==> src/design/clsr_pkg.sv <==
`timescale 1ns / 1ps
// Shared types, codes and the shape coverage test of the clipped shape rasterizer.
// No dependencies; imported by the sequencer and the top level.
package clsr_pkg;

  // Action codes carried by an input item
  localparam logic [2:0] ACT_CLEAR = 3'd0;
  localparam logic [2:0] ACT_RECT  = 3'd1;
  localparam logic [2:0] ACT_TRIUP = 3'd2;
  localparam logic [2:0] ACT_TRIDN = 3'd3;
  localparam logic [2:0] ACT_DIAM  = 3'd4;
  localparam logic [2:0] ACT_READ  = 3'd5;

  // Configuration register indexes
  localparam logic CFG_IDX_WIDTH  = 1'b0;
  localparam logic CFG_IDX_HEIGHT = 1'b1;

  localparam logic [6:0] CFG_SIZE_RESET = 7'd64;
  localparam logic [7:0] CLEAR_CHAR     = 8'h2E;

  // Result hand-off from the sequencer to the output register
  typedef struct packed {
    logic load;     // capture a result this cycle
    logic use_mem;  // result carries the memory read data
  } clsr_res_t;

  // Whether pixel (x,y) is covered by the shape anchored at (fx,fy)
  function automatic logic shape_cover(input logic [2:0]         act,
                                       input logic signed [11:0] x,
                                       input logic signed [11:0] y,
                                       input logic signed [11:0] fx,
                                       input logic signed [11:0] fy,
                                       input logic [7:0]         w,
                                       input logic [7:0]         h,
                                       input logic [6:0]         d);
    logic signed [11:0] ws;
    logic signed [11:0] hs;
    logic signed [11:0] ds;
    logic signed [11:0] dx;
    logic signed [11:0] adx;
    logic signed [11:0] ku;
    logic signed [11:0] kd;
    logic signed [11:0] kdd;
    logic signed [11:0] akdd;
    logic               cov;
    ws   = {4'b0, w};
    hs   = {4'b0, h};
    ds   = {5'b0, d};
    dx   = x - fx;
    adx  = (dx < 0) ? -dx : dx;
    ku   = y - fy;
    kd   = fy - y;
    kdd  = ku - ds;
    akdd = (kdd < 0) ? -kdd : kdd;
    case (act)
      ACT_CLEAR: cov = 1'b1;
      ACT_RECT:  cov = (x >= fx) && (x < fx + ws) && (y >= fy) && (y < fy + hs);
      ACT_TRIUP: cov = (ku >= 0) && (ku < hs) && (adx <= ku);
      ACT_TRIDN: cov = (kd >= 0) && (kd < hs) && (adx <= kd);
      ACT_DIAM:  cov = (ku >= 0) && (ku <= (ds + ds)) && (adx <= ds - akdd);
      default:   cov = 1'b0;
    endcase
    return cov;
  endfunction

endpackage

==> src/design/clsr_seq.sv <==
`timescale 1ns / 1ps
// Item sequencer: takes items, scans the clipped canvas one pixel a cycle and drives
// the pixel store. Depends on clsr_pkg.
module clsr_seq #(
  parameter int MAX_WIDTH  = 64,
  parameter int MAX_HEIGHT = 64,
  parameter int XW         = 7,
  parameter int YW         = 7,
  parameter int AW         = 12
) (
  input  logic                    clk,
  input  logic                    rst_n,
  input  logic                    in_valid,
  output logic                    in_stall,
  input  logic [2:0]              in_action,
  input  logic signed [8:0]       in_origin_x,
  input  logic signed [8:0]       in_origin_y,
  input  logic [7:0]              in_rect_width,
  input  logic [7:0]              in_shape_height,
  input  logic [6:0]              in_diamond_radius,
  input  logic [7:0]              in_brush,
  input  logic [6:0]              canvas_width,
  input  logic [6:0]              canvas_height,
  input  logic                    out_free,
  output clsr_pkg::clsr_res_t     res,
  output logic                    mem_we,
  output logic                    mem_re,
  output logic [AW-1:0]           mem_addr,
  output logic [7:0]              mem_wdata
);
  import clsr_pkg::*;

  typedef enum logic [2:0] {
    ST_IDLE = 3'b001,
    ST_DRAW = 3'b010,
    ST_RESP = 3'b100
  } seq_state_t;

  seq_state_t        state_r, state_nxt;
  logic [2:0]        act_r;
  logic signed [8:0] fx_r, fy_r;
  logic [7:0]        w_r, h_r, brush_r;
  logic [6:0]        d_r;
  logic [XW-1:0]     effw_r, x_r, x_nxt;
  logic [YW-1:0]     effh_r, y_r, y_nxt;
  logic [AW-1:0]     base_r, base_nxt;
  logic              use_mem_r, use_mem_nxt;

  logic [8:0]        effw9, effh9;
  logic              accept, rd_in_range, canvas_empty, cov, row_end, last_px;
  logic [AW-1:0]     rd_addr;

  // Saturate the size registers to the memory geometry
  assign effw9 = (9'(canvas_width) > 9'(MAX_WIDTH)) ? 9'(MAX_WIDTH) : 9'(canvas_width);
  assign effh9 = (9'(canvas_height) > 9'(MAX_HEIGHT)) ? 9'(MAX_HEIGHT) : 9'(canvas_height);

  assign in_stall     = (state_r != ST_IDLE);
  assign accept       = in_valid && !in_stall;
  assign canvas_empty = (effw9 == 9'd0) || (effh9 == 9'd0);
  assign rd_in_range  = !in_origin_x[8] && ({1'b0, in_origin_x[7:0]} < effw9) &&
                        !in_origin_y[8] && ({1'b0, in_origin_y[7:0]} < effh9);
  assign rd_addr      = AW'(32'(in_origin_y[7:0]) * MAX_WIDTH + 32'(in_origin_x[7:0]));

  assign cov     = shape_cover(act_r, 12'(x_r), 12'(y_r), 12'(fx_r), 12'(fy_r),
                               w_r, h_r, d_r);
  assign row_end = (x_r == effw_r - XW'(1));
  assign last_px = row_end && (y_r == effh_r - YW'(1));

  // Memory port: reads only at accept, writes only while drawing
  always_comb begin
    mem_re    = accept && (in_action == ACT_READ) && rd_in_range;
    mem_we    = (state_r == ST_DRAW) && cov;
    mem_addr  = (state_r == ST_DRAW) ? AW'(base_r + AW'(x_r)) : rd_addr;
    mem_wdata = (act_r == ACT_CLEAR) ? CLEAR_CHAR : brush_r;
  end

  always_comb begin
    state_nxt   = state_r;
    x_nxt       = x_r;
    y_nxt       = y_r;
    base_nxt    = base_r;
    use_mem_nxt = use_mem_r;
    res.load    = 1'b0;
    res.use_mem = use_mem_r;
    case (state_r)
      ST_IDLE: begin
        if (accept) begin
          x_nxt       = '0;
          y_nxt       = '0;
          base_nxt    = '0;
          use_mem_nxt = 1'b0;
          if (in_action == ACT_READ) begin
            use_mem_nxt = rd_in_range;
            state_nxt   = ST_RESP;
          end else if (in_action <= ACT_DIAM && !canvas_empty) begin
            state_nxt = ST_DRAW;
          end else begin
            state_nxt = ST_RESP;
          end
        end
      end
      ST_DRAW: begin
        // advance the scan, row by row
        if (last_px) begin
          state_nxt = ST_RESP;
        end else if (row_end) begin
          x_nxt    = '0;
          y_nxt    = y_r + YW'(1);
          base_nxt = AW'(base_r + AW'(MAX_WIDTH));
        end else begin
          x_nxt = x_r + XW'(1);
        end
      end
      ST_RESP: begin
        // hold the result until the output register is free
        res.load = out_free;
        if (out_free) begin
          state_nxt = ST_IDLE;
        end
      end
      default: begin
        state_nxt = ST_IDLE;
      end
    endcase
  end

  always_ff @(posedge clk) begin
    if (!rst_n) begin
      state_r   <= ST_IDLE;
      use_mem_r <= 1'b0;
    end else begin
      state_r   <= state_nxt;
      use_mem_r <= use_mem_nxt;
    end
  end

  always_ff @(posedge clk) begin
    x_r    <= x_nxt;
    y_r    <= y_nxt;
    base_r <= base_nxt;
    if (accept) begin
      act_r   <= in_action;
      fx_r    <= in_origin_x;
      fy_r    <= in_origin_y;
      w_r     <= in_rect_width;
      h_r     <= in_shape_height;
      d_r     <= in_diamond_radius;
      brush_r <= in_brush;
      effw_r  <= effw9[XW-1:0];
      effh_r  <= effh9[YW-1:0];
    end
  end

endmodule

==> config.mk <==
export PLATFORM = sky130hd
export DESIGN_NAME = clsr_seq
export DESIGN_NICKNAME = d
export VERILOG_FILES = /design/src/design/clsr_pkg.sv /design/src/design/clsr_seq.sv
export SDC_FILE = /design/constraint.sdc
export NUM_CORES = 1
export LEC_CHECK = 0
export ABC_CLOCK_PERIOD_IN_PS = 7000
export BUFFER_PORTS_ARGS = -buffer_cell sky130_fd_sc_hd__buf_2
export CORE_MARGIN = 5
export CORE_UTILIZATION = 40
export CTS_BUF_LIST = sky130_fd_sc_hd__clkbuf_8
export DETAILED_ROUTE_END_ITERATION = 7
export PLACE_DENSITY = 0.65
export SETUP_SLACK_MARGIN = 0.4
export SYNTH_ARGS = -nofsm -noshare
export SYNTH_HDL_FRONTEND = slang
export SYNTH_SLANG_ARGS = --single-unit
==> constraint.sdc <==
create_clock -name clk -period 7 [get_ports clk]
set_clock_uncertainty 0.15 [all_clocks]
set_input_delay 0.35 -clock clk [delete_from_list [all_inputs] [get_ports clk]]
set_output_delay 0.35 -clock clk [all_outputs]
set_load 0.02 [all_outputs]
Word-level counts from Yosys, hierarchy flattened
Cells that the tools add are included.
{"block": "classes", "mux": 26, "reduce_logical": 31, "magnitude_cmp": 19, "eq_ne": 16, "addsub": 17}
{"operator": "two-way mux 12 bit", "count": 6}
{"operator": "two-way mux 7 bit", "count": 7}
{"operator": "one-hot mux 7 bit (2 select lines)", "count": 2}
{"operator": "<= comparator 12 x 10 -> 1 bit", "count": 2}
{"operator": "one-hot mux 12 bit (2 select lines)", "count": 1}
{"operator": "adder 9 x 9 -> 10 bit", "count": 2}
{"operator": ">= comparator 10 x 1 -> 1 bit (second input constant)", "count": 2}
{"operator": "< comparator 10 x 9 -> 1 bit", "count": 2}
{"operator": "< comparator 8 x 10 -> 1 bit", "count": 2}
{"operator": "subtractor 8 x 9 -> 10 bit", "count": 2}
{"operator": ">= comparator 8 x 9 -> 1 bit", "count": 2}
{"operator": "logical AND 1 bit", "count": 18}
{"operator": "logical NOT 9 bit", "count": 2}
{"operator": "< comparator 8 x 7 -> 1 bit", "count": 2}
{"operator": "two-way mux 3 bit", "count": 5}
{"operator": "adder 7 x 1 -> 7 bit (second input constant)", "count": 2}
{"operator": "equality test 7 bit", "count": 2}
{"operator": "> comparator 7 bit (second input constant)", "count": 2}
{"operator": "subtractor 7 x 1 -> 7 bit (second input constant)", "count": 2}
{"operator": "adder 12 x 7 -> 12 bit", "count": 1}
{"operator": "adder 12 x 7 -> 12 bit (second input constant)", "count": 1}
{"operator": "adder 12 x 8 -> 12 bit", "count": 1}
{"operator": "<= comparator 12 bit", "count": 1}
{"operator": "negator 10 -> 12 bit", "count": 1}
{"operator": "25 further kinds", "count": 39}
{"block": "word_totals", "reg_bits": 96, "wordCells": 123, "out_inout_bits": 25}

Logic depth before layout (Yosys ltp)
Gate-level depths: netlist of run 1.
{"block": "depth", "word_depth": 10, "mapped_depth": 33, "ltp_nobuf": 32}

Worst setup path after synthesis of run 1
Ideal clock, no wire load.
{"block": "synth_path", "kind": "register -> output", "startpoint": "register y_r[2]", "endpoint": "output mem_we", "stages_incl_launch_ff": 30, "n_path_buf": 2, "t_required_ns": 6.500, "t_arrival_ns": 6.321, "slack_ns": 0.179, "path_cell_list": "edfxtp_1 -> ha_1 -> clkbuf_8 -> a21oi_2 -> nand2_1 -> xor2_1 -> ha_1 -> buf_2 -> o21ai_0 -> a21oi_1 -> o41ai_1 -> nand3_1 -> o21ai_1 -> mux2i_1 -> ha_1 -> nor2b_1 -> o21ai_0 -> a21oi_1 -> o21ai_0 -> nand2b_1 -> xnor2_1 -> ha_1 -> a21o_1 -> a21o_1 -> a211o_1 -> o211ai_1 -> o211ai_1 -> a2111o_1 -> o22a_1 -> a31oi_1"}
{"block": "synth_between", "elab_chain_len": 9, "elab_cells_between_ends": 27, "classes_between": "add/sub (5); order compare (11); mux (2); reduce/logical (9)"}
{"element": "start, declared", "line": "clsr_seq.sv:45", "rtl": "logic [YW-1:0] effh_r, y_r, y_nxt;"}
{"element": "start signal, assigned", "line": "clsr_seq.sv:139", "rtl": "y_r <= y_nxt;"}
{"element": "subtractor 8 x 9 -> 10 bit", "line": "clsr_pkg.sv:51", "rtl": "ku = y - fy;"}
{"element": "subtractor 10 x 8 -> 11 bit", "line": "clsr_pkg.sv:53", "rtl": "kdd = ku - ds;"}
{"element": "negator 11 -> 12 bit / < comparator 11 x 1 -> 1 bit (equally long branches)", "line": "clsr_pkg.sv:54", "rtl": "akdd = (kdd < 0) ? -kdd : kdd;"}
{"element": "two-way mux 12 bit", "line": "clsr_pkg.sv:54"}
{"element": "subtractor 8 x 12 -> 12 bit", "line": "clsr_pkg.sv:60", "rtl": "ACT_DIAM: cov = (ku >= 0) && (ku <= (ds + ds)) && (adx <= ds - akdd);"}
{"element": "<= comparator 12 bit", "line": "clsr_pkg.sv:60"}
{"element": "logical AND 1 bit", "line": "clsr_pkg.sv:60"}
{"element": "one-hot mux 1 bit (5 select lines) *", "line": "clsr_pkg.sv:55", "rtl": "case (act)"}
{"element": "logical AND 1 bit *", "line": "clsr_seq.sv:72", "rtl": "mem_we = (state_r == ST_DRAW) && cov;"}
{"element": "end, declared", "line": "clsr_seq.sv:26", "rtl": "output logic mem_we,"}
Every way passes the cells marked *; elsewhere a longest branch is shown, timed or not.

Worst setup path in the final report of run 1
{"block": "layout_path", "startpoint": "register fy_r[0]", "endpoint": "output mem_we"}
{"block": "layout_between", "elab_chain_len": 9, "elab_cells_between_ends": 28, "classes_between": "add/sub (6); order compare (11); mux (2); reduce/logical (9)"}
{"element": "start, declared", "line": "clsr_seq.sv:41", "rtl": "logic signed [8:0] fx_r, fy_r;"}
{"element": "start signal, assigned", "line": "clsr_seq.sv:144", "rtl": "fy_r <= in_origin_y;"}
{"element": "subtractor 8 x 9 -> 10 bit", "line": "clsr_pkg.sv:51"}
{"element": "subtractor 10 x 8 -> 11 bit", "line": "clsr_pkg.sv:53"}
{"element": "negator 11 -> 12 bit / < comparator 11 x 1 -> 1 bit (equally long branches)", "line": "clsr_pkg.sv:54"}
{"element": "two-way mux 12 bit", "line": "clsr_pkg.sv:54"}
{"element": "subtractor 8 x 12 -> 12 bit", "line": "clsr_pkg.sv:60"}
{"element": "<= comparator 12 bit", "line": "clsr_pkg.sv:60"}
{"element": "logical AND 1 bit", "line": "clsr_pkg.sv:60"}
{"element": "one-hot mux 1 bit (5 select lines) *", "line": "clsr_pkg.sv:55"}
{"element": "logical AND 1 bit *", "line": "clsr_seq.sv:72"}
Marked as above.

==> impl_metrics.py, run 1 <==
metrics = {
    "route": {
        "wl_mm": 22.3,
        "drt_iter0_drc": 331,
        "antenna_left": 0,
        "wire_per_inst_um": 15.8,
        "drtPass1Iterations": 5,
        "drc_errors": 0,
        "dr_total_vias": 7455,
        "vias_per_cell": 5.28,
    },
    "yosys": {
        "postSynthCellCount": 951,
        "synth-edff-count": 86,
        "synth_warnings": 0,
        "syn_area_mm2": 0.00884,
        "netlist.area_leader.share": 0.292,
        "synthArstFlopShare": 0,
        "synth_seq_cells": 90,
        "yosysSeqAreaShare": 0.301,
        "avgSynthCellArea_um2": 9.29,
        "synth_cell_types": 81,
        "yosys-top-cells-area": "edfxtp_1 (29%), ha_1 (20%), xnor2_1 (5.9%)",
        "synth_area_leader_cell": "edfxtp_1",
        "synth_flop_cell": "edfxtp_1",
    },
    "clock_tree": {
        "clockRootBuffer": "clkbuf_8",
        "cts_buffers": 9,
        "clk_latency_ns": 0.39,
        "cts_tree": "built",
        "clk_path_buf_depth": 2,
        "cts.clk_slew.worst_paths_ns": 0.09,
        "cts.sinks": 90,
        "cts_htree_levels": 3,
    },
    "sta": {
        "setup_violations": 0,
        "final-max-slew-violation-count": 0,
        "fmax_mhz": 143,
        "worst_pin_slew_ns": 0.969,
        "timing.final.crit_share": 0.999,
        "maxSlewHeadroom": 0.353,
        "fin_tns_setup_ns": 0,
        "fin_crit_ns": 7.00,
        "hold_viol": 0,
        "rsz0062_at_grt": "yes",
    },
    "global_routing": {
        "grt_max_degree": 49,
        "grt_pass1_vias": 7374,
        "antenna_found_initial": 1,
        "grt_usage": 0.180,
        "grt_pass1_wl_mm": 36.1,
        "grt_overflow": 0,
    },
    "floorplan": {
        "initial_core_util": 0.406,
        "io_pins": 95,
        "rows": 54,
        "die_h_um": 159,
        "coreArea_mm2": 0.0218,
        "dieArea_mm2": 0.0252,
        "die_width_um": 159,
    },
    "finish": {
        "drive_gt1_frac": 0.200,
        "multi_input_area_mm2": 0.00600,
        "nets": 1344,
        "finalNonFillerCells": 1411,
        "area_delta_synth_final_pct": 21.7,
        "fill_cells": 2036,
        "seq_area_mm2": 0.00266,
    },
    "critical_path": {
        "crit_path_end_kind": "primary output",
        "r2r_setup_slack_ns": 3.69,
        "path_class": "reg2out",
        "cp_slowest_stage_delay_ns": 0.44,
        "cp_max_fo": 4,
        "cpMaxStageDelayCell": "edfxtp_1",
        "crit_arrival_ns": 6.50,
        "worstPathRequired_ns": 6.50,
        "critical-path-top-delay-family": "compound AO/OA/AOI/OAI gates",
        "critPathLaunchType": "flop",
        "path_buf_inv": 5,
    },
    "min_path": {
        "hp-class": "in2reg",
    },
    "placement": {
        "dp_cells": 1341,
        "portBuffers": 94,
        "routabilityCongestion": 0.879,
        "dp_hpwl_mm": 18.0,
    },
    "power": {
        "power_density_mw_per_mm2": 287,
        "p_leak_uw": 0.00489,
        "vdd_drop_max_uv": 136,
    },
    "flow_run": {
        "maxCapViolCount": 0,
    },
    "status": {
        "status": "completed",
    },
}
path summary, 6_finish.rpt:
kind                           start                endpoint  cells after the start
max                fy_r[0]$_DFFE_PP_                  mem_we                     30
min                     in_action[1]      act_r[1]$_DFFE_PP_                      1
max reg2reg  state_r[1]$_SDFFE_PN0P_    x_r[2]$_SDFFCE_PP0P_                      5
min reg2reg   use_mem_r$_SDFFE_PN0P_  use_mem_r$_SDFFE_PN0P_                      2
routing by layer:
metal,share of wire,global-route usage
met1,0.45,0.231
met2,0.51,0.322
met4,0.012,0.0398
met3,0.028,0.0245
met5,0,0
timing repair:
action,4_1_cts,5_1_grt
endpoints found under the setup margin,1,1
gates resized for setup,28,26
pin swaps,19,30
hold endpoints to repair,34,0
hold buffers,34,0
buffers inserted,7,12
Yosys cell counts, types with 3 or more instances:
cell type	n
a211o_1	4
a211oi_1	10
a21o_1	33
a21oi_1	55
a22oi_1	3
a311oi_1	5
a31oi_1	5
and3_1	15
buf_6	3
clkbuf_1	10
dfxtp_1	4
edfxtp_1	86
fa_1	8
ha_1	141
inv_1	98
mux2_2	3
nand2_1	63
nand2b_1	18
nand3_1	22
nand3b_1	4
nand4_1	11
nor2_1	68
nor2b_1	19
nor3_1	27
nor3b_1	4
nor4_1	11
o211ai_1	5
o21a_1	4
o21ai_0	33
o21bai_1	8
o22ai_1	4
o31ai_1	4
o41ai_1	3
or2_2	5
or3_1	3
or4_1	4
xnor2_1	60
xor2_1	32
sequential cells by signal, indices dropped and copies added, names as in the netlist, 8 cells and up:
signal   flops
fx_r         9
fy_r         9
brush_r      8
h_r          8
w_r          8
power breakdown:
part	internal [uW]	leakage [uW]	switching (uW)	total, uW
clock	186	0.000110	197	383
combinational	950	0.00392	1060	2010
sequential	646	0.000860	45.8	692
total	1780	0.00489	1300	3080
kinds of logic after synthesis:
family	share of synthesized area
XOR/XNOR	0.0930
multiplexers	0.00496
flip-flops	0.301
AO/OA/AOI/OAI	0.158
buffers and inverters	0.0539
AND/OR/NAND/NOR	0.171
other	0.000424
adder cells (fa/ha/maj)	0.218
area by class of cell:
class                           count  share of cell area
Clock buffer                       11              0.0141
Antenna cell                        1            0.000233
Timing Repair Buffer              172               0.107
Inverter                           99              0.0346
Multi-Input combinational cell    753               0.558
Tap cell                          280              0.0326
Sequential cell                    90               0.248
Clock inverter                      5             0.00570
cells in the final DEF, fill, tap and decap left out, types with 13 or more instances in the layout:
cell,netlist,routed
a21o_1,33,33
a21oi_1,55,50
and3_1,15,13
buf_2,1,93
buf_4,2,43
dlygate4sd3_1,0,34
edfxtp_1,86,86
ha_1,141,133
inv_1,98,96
nand2_1,63,63
nand2b_1,18,17
nand3_1,22,21
nor2_1,68,65
nor2b_1,19,18
nor3_1,27,25
o21ai_0,33,30
xnor2_1,60,58
xor2_1,32,32
stage by stage:
| step | worst slack [ns] | utilization | hold slack, ns | total power (uW) | area [um2] |
|---|---|---|---|---|---|
| 2_1_floorplan | 0.401 | - | 0.276 | 1990 | 8880 |
| 3_3_place_gp | 0.0452 | 0.450 | 0.377 | 2370 | 9800 |
| 3_5_place_dp | -0.0291 | 0.450 | 0.378 | 2410 | 9800 |
| 4_1_cts | -0.0946 | 0.483 | 0.00882 | 2930 | 10500 |
| 5_1_grt | -0.286 | 0.494 | 0.0133 | 3360 | 10800 |
| 6_report | 0.00454 | 0.494 | 0.0316 | 3080 | 10800 |
(Power assumes the default switching activity.)
==> run 2, diff against run 1 <==
--- a/config.mk
+++ b/config.mk
@@ -5,13 +5,14 @@
 export SDC_FILE = /design/constraint.sdc
 export NUM_CORES = 1
 export LEC_CHECK = 0
+export ABC_AREA = 1
 export ABC_CLOCK_PERIOD_IN_PS = 7000
 export BUFFER_PORTS_ARGS = -buffer_cell sky130_fd_sc_hd__buf_2
 export CORE_MARGIN = 5
 export CORE_UTILIZATION = 40
 export CTS_BUF_LIST = sky130_fd_sc_hd__clkbuf_8
 export DETAILED_ROUTE_END_ITERATION = 7
-export PLACE_DENSITY = 0.65
+export PLACE_DENSITY = 0.64
 export SETUP_SLACK_MARGIN = 0.4
 export SYNTH_ARGS = -nofsm -noshare
 export SYNTH_HDL_FRONTEND = slang
==> run 2 against run 1 <==
  * Combinational power rose by 40%
  * Utilization fell by 1.4 points
  * Critical path depth rose by 11
  * Synthesized cell count rose by 24%
  * Final area rose by 0.58%
  * Fmax rose by 13%
  * Sequential cell count did not move
  * Sequential share of layout area fell by 0.14 points
  * Non-clock buffer count fell by 25
  * Clock power barely moved
  * Power rose by 28%
  * Critical endpoint unchanged
  * Largest cell class unchanged
  * Largest power group unchanged
==> impl_metrics.py, run 2 <==
metrics = {
    "floorplan": {
        "initial_core_util": 0.403,
        "coreArea_mm2": 0.0225,
        "die_h_um": 161,
        "dieArea_mm2": 0.0258,
        "rows": 55,
        "io_pins": 95,
        "die_width_um": 161,
    },
    "global_routing": {
        "grt_usage": 0.176,
        "grt_pass1_vias": 7773,
        "grt_max_degree": 69,
        "grt_pass1_wl_mm": 37.1,
        "antenna_found_initial": 0,
        "grt_overflow": 0,
    },
    "route": {
        "drc_errors": 0,
        "drtPass1Iterations": 5,
        "antenna_left": 0,
        "wl_mm": 23.1,
        "dr_total_vias": 8040,
        "drt_iter0_drc": 364,
        "vias_per_cell": 4.95,
        "wire_per_inst_um": 14.3,
    },
    "finish": {
        "area_delta_synth_final_pct": 19.1,
        "n_antenna_cell": 0,
        "reg.largest.list": "fx_r: 9 flops, fy_r: 9 flops",
        "mostFrequentLayoutCells": "nand2_1 (268), inv_1 (192), ha_1 (132), buf_2 (93), edfxtp_1 (86)",
        "drive_gt1_frac": 0.162,
        "final_common_cell": "nand2_1",
        "fill_cells": 2173,
        "nets": 1553,
        "stdcell_area_mm2": 0.0108,
        "finalNonFillerCells": 1624,
    },
    "status": {
        "status": "completed",
    },
    "yosys": {
        "synth_area_leader_cell": "edfxtp_1",
        "synth_flop_cell": "edfxtp_1",
        "yosysSeqAreaShare": 0.293,
        "synth_cell_types": 43,
        "netlist.area_leader.share": 0.284,
        "synthArstFlopShare": 0,
        "synth_most_common_cell": "nand2_1",
        "synth_warnings": 0,
        "synth-edff-count": 86,
        "yosys-top-cells-area": "edfxtp_1 (28%), ha_1 (19%), nand2_1 (11%)",
        "syn_area_mm2": 0.00908,
        "synth_common_cells": "nand2_1 (274), inv_1 (196), ha_1 (141)",
        "avgSynthCellArea_um2": 7.69,
        "postSynthCellCount": 1180,
        "synth_seq_cells": 90,
    },
    "sta": {
        "rsz0062_at_grt": "no",
        "fmax_mhz": 161,
        "maxSlewHeadroom": 0.205,
        "hold_viol": 0,
        "fin_crit_ns": 6.21,
        "timing.final.crit_share": 0.887,
        "final-max-slew-violation-count": 0,
        "worst_pin_slew_ns": 1.18,
        "setup_slack_ns": 0.791,
        "fin_tns_setup_ns": 0,
        "setup_violations": 0,
    },
    "critical_path": {
        "cpMaxStageDelayCell": "edfxtp_1",
        "cp_max_fo": 8,
        "worstPathRequired_ns": 6.50,
        "r2r_setup_slack_ns": 3.75,
        "critPathLaunchType": "flop",
        "crit_arrival_ns": 5.71,
        "path_class": "reg2out",
        "crit_top_cell": "nand2_1",
        "crit_path_end_kind": "primary output",
        "cp_slowest_stage_delay_ns": 0.51,
    },
    "placement": {
        "portBuffers": 94,
        "dp_cells": 1557,
        "place_area_mm2": 0.00988,
        "dp_hpwl_mm": 18.4,
        "dpl_worst_slack_ns": 0.602,
        "routabilityCongestion": 0.914,
    },
    "clock_tree": {
        "cts_htree_levels": 3,
        "clk_path_buf_depth": 2,
        "cts_tree": "built",
        "cts_buffers": 9,
        "clockRootBuffer": "clkbuf_8",
        "cts.sinks": 90,
        "cts.clk_slew.worst_paths_ns": 0.11,
        "clk_latency_ns": 0.41,
    },
    "power": {
        "power_uw": 3960,
        "power_density_mw_per_mm2": 366,
        "p_leak_uw": 0.00543,
        "vdd_drop_max_uv": 218,
    },
    "flow_run": {
        "maxCapViolCount": 0,
    },
    "min_path": {
        "hp-class": "in2reg",
    },
}
run 2: path summary, 6_finish.rpt:
check,startpoint,to,cells past startpoint
hold reg to reg,use_mem_r$_SDFFE_PN0P_,use_mem_r$_SDFFE_PN0P_,2
setup reg to reg,state_r[1]$_SDFFE_PN0P_,y_r[6]$_SDFFCE_PN0P_,9
hold / removal,in_origin_x[2],fx_r[2]$_DFFE_PP_,1
setup / recovery,y_r[1]$_SDFFCE_PN0P_,mem_we,41
run 2: critical path: cells and delay by family (launching register included):
family,cells,cell delay (ns)
AOI/OAI and AO/OA,6,0.99
and+or+nand+nor,22,1.71
adders and majority gates,4,1.24
buffers and inverters,6,0.44
xor gates and xnor gates,3,0.40
DFF,1,0.51
run 2: stage by stage:
stage	util	hold slack, ns
6_report	0.481	0.0256
5_1_grt	0.481	0.00549
4_1_cts	0.465	0.00254
3_5_place_dp	0.439	0.311
3_3_place_gp	0.439	0.310
2_1_floorplan	-	0.294
run 2: area by class of cell:
cell class | count | area, um2 | share of cell area
Sequential cell | 90 | 2660 | 0.246
Timing Repair Buffer | 147 | 957 | 0.0885
Tap cell | 285 | 357 | 0.0330
Inverter | 204 | 768 | 0.0710
Clock buffer | 9 | 124 | 0.0115
Multi-Input combinational cell | 882 | 5870 | 0.543
Clock inverter | 7 | 71.3 | 0.00659
run 2: repair_timing:
item                                    4_1_cts  5_1_grt
hold buffers                                 33        0
buffers inserted                              3       15
gates resized for setup                       8       48
pin swaps                                     0       19
endpoints found under the hold margin        33        0
endpoints found under the setup margin        1        1
run 2: routing by layer:
metal / share of wire / track usage
met1: 0.46 / 0.226
met2: 0.48 / 0.305
met3: 0.036 / 0.0280
met4: 0.026 / 0.0532
met5: 0 / 0
run 2: logic make-up after synthesis:
group,synth area share
xor+xnor,0.0675
flops,0.293
compound gates,0.0896
other cells,0.000413
simple gates,0.243
buf+inv,0.0939
fa+ha+maj,0.212
run 2: where the power goes:
group | leakage (uW) | switching, uW | internal, uW
logic | 0.00448 | 1660 | 1170
registers | 0.000861 | 72.8 | 680
clock network | 0.0000931 | 241 | 140
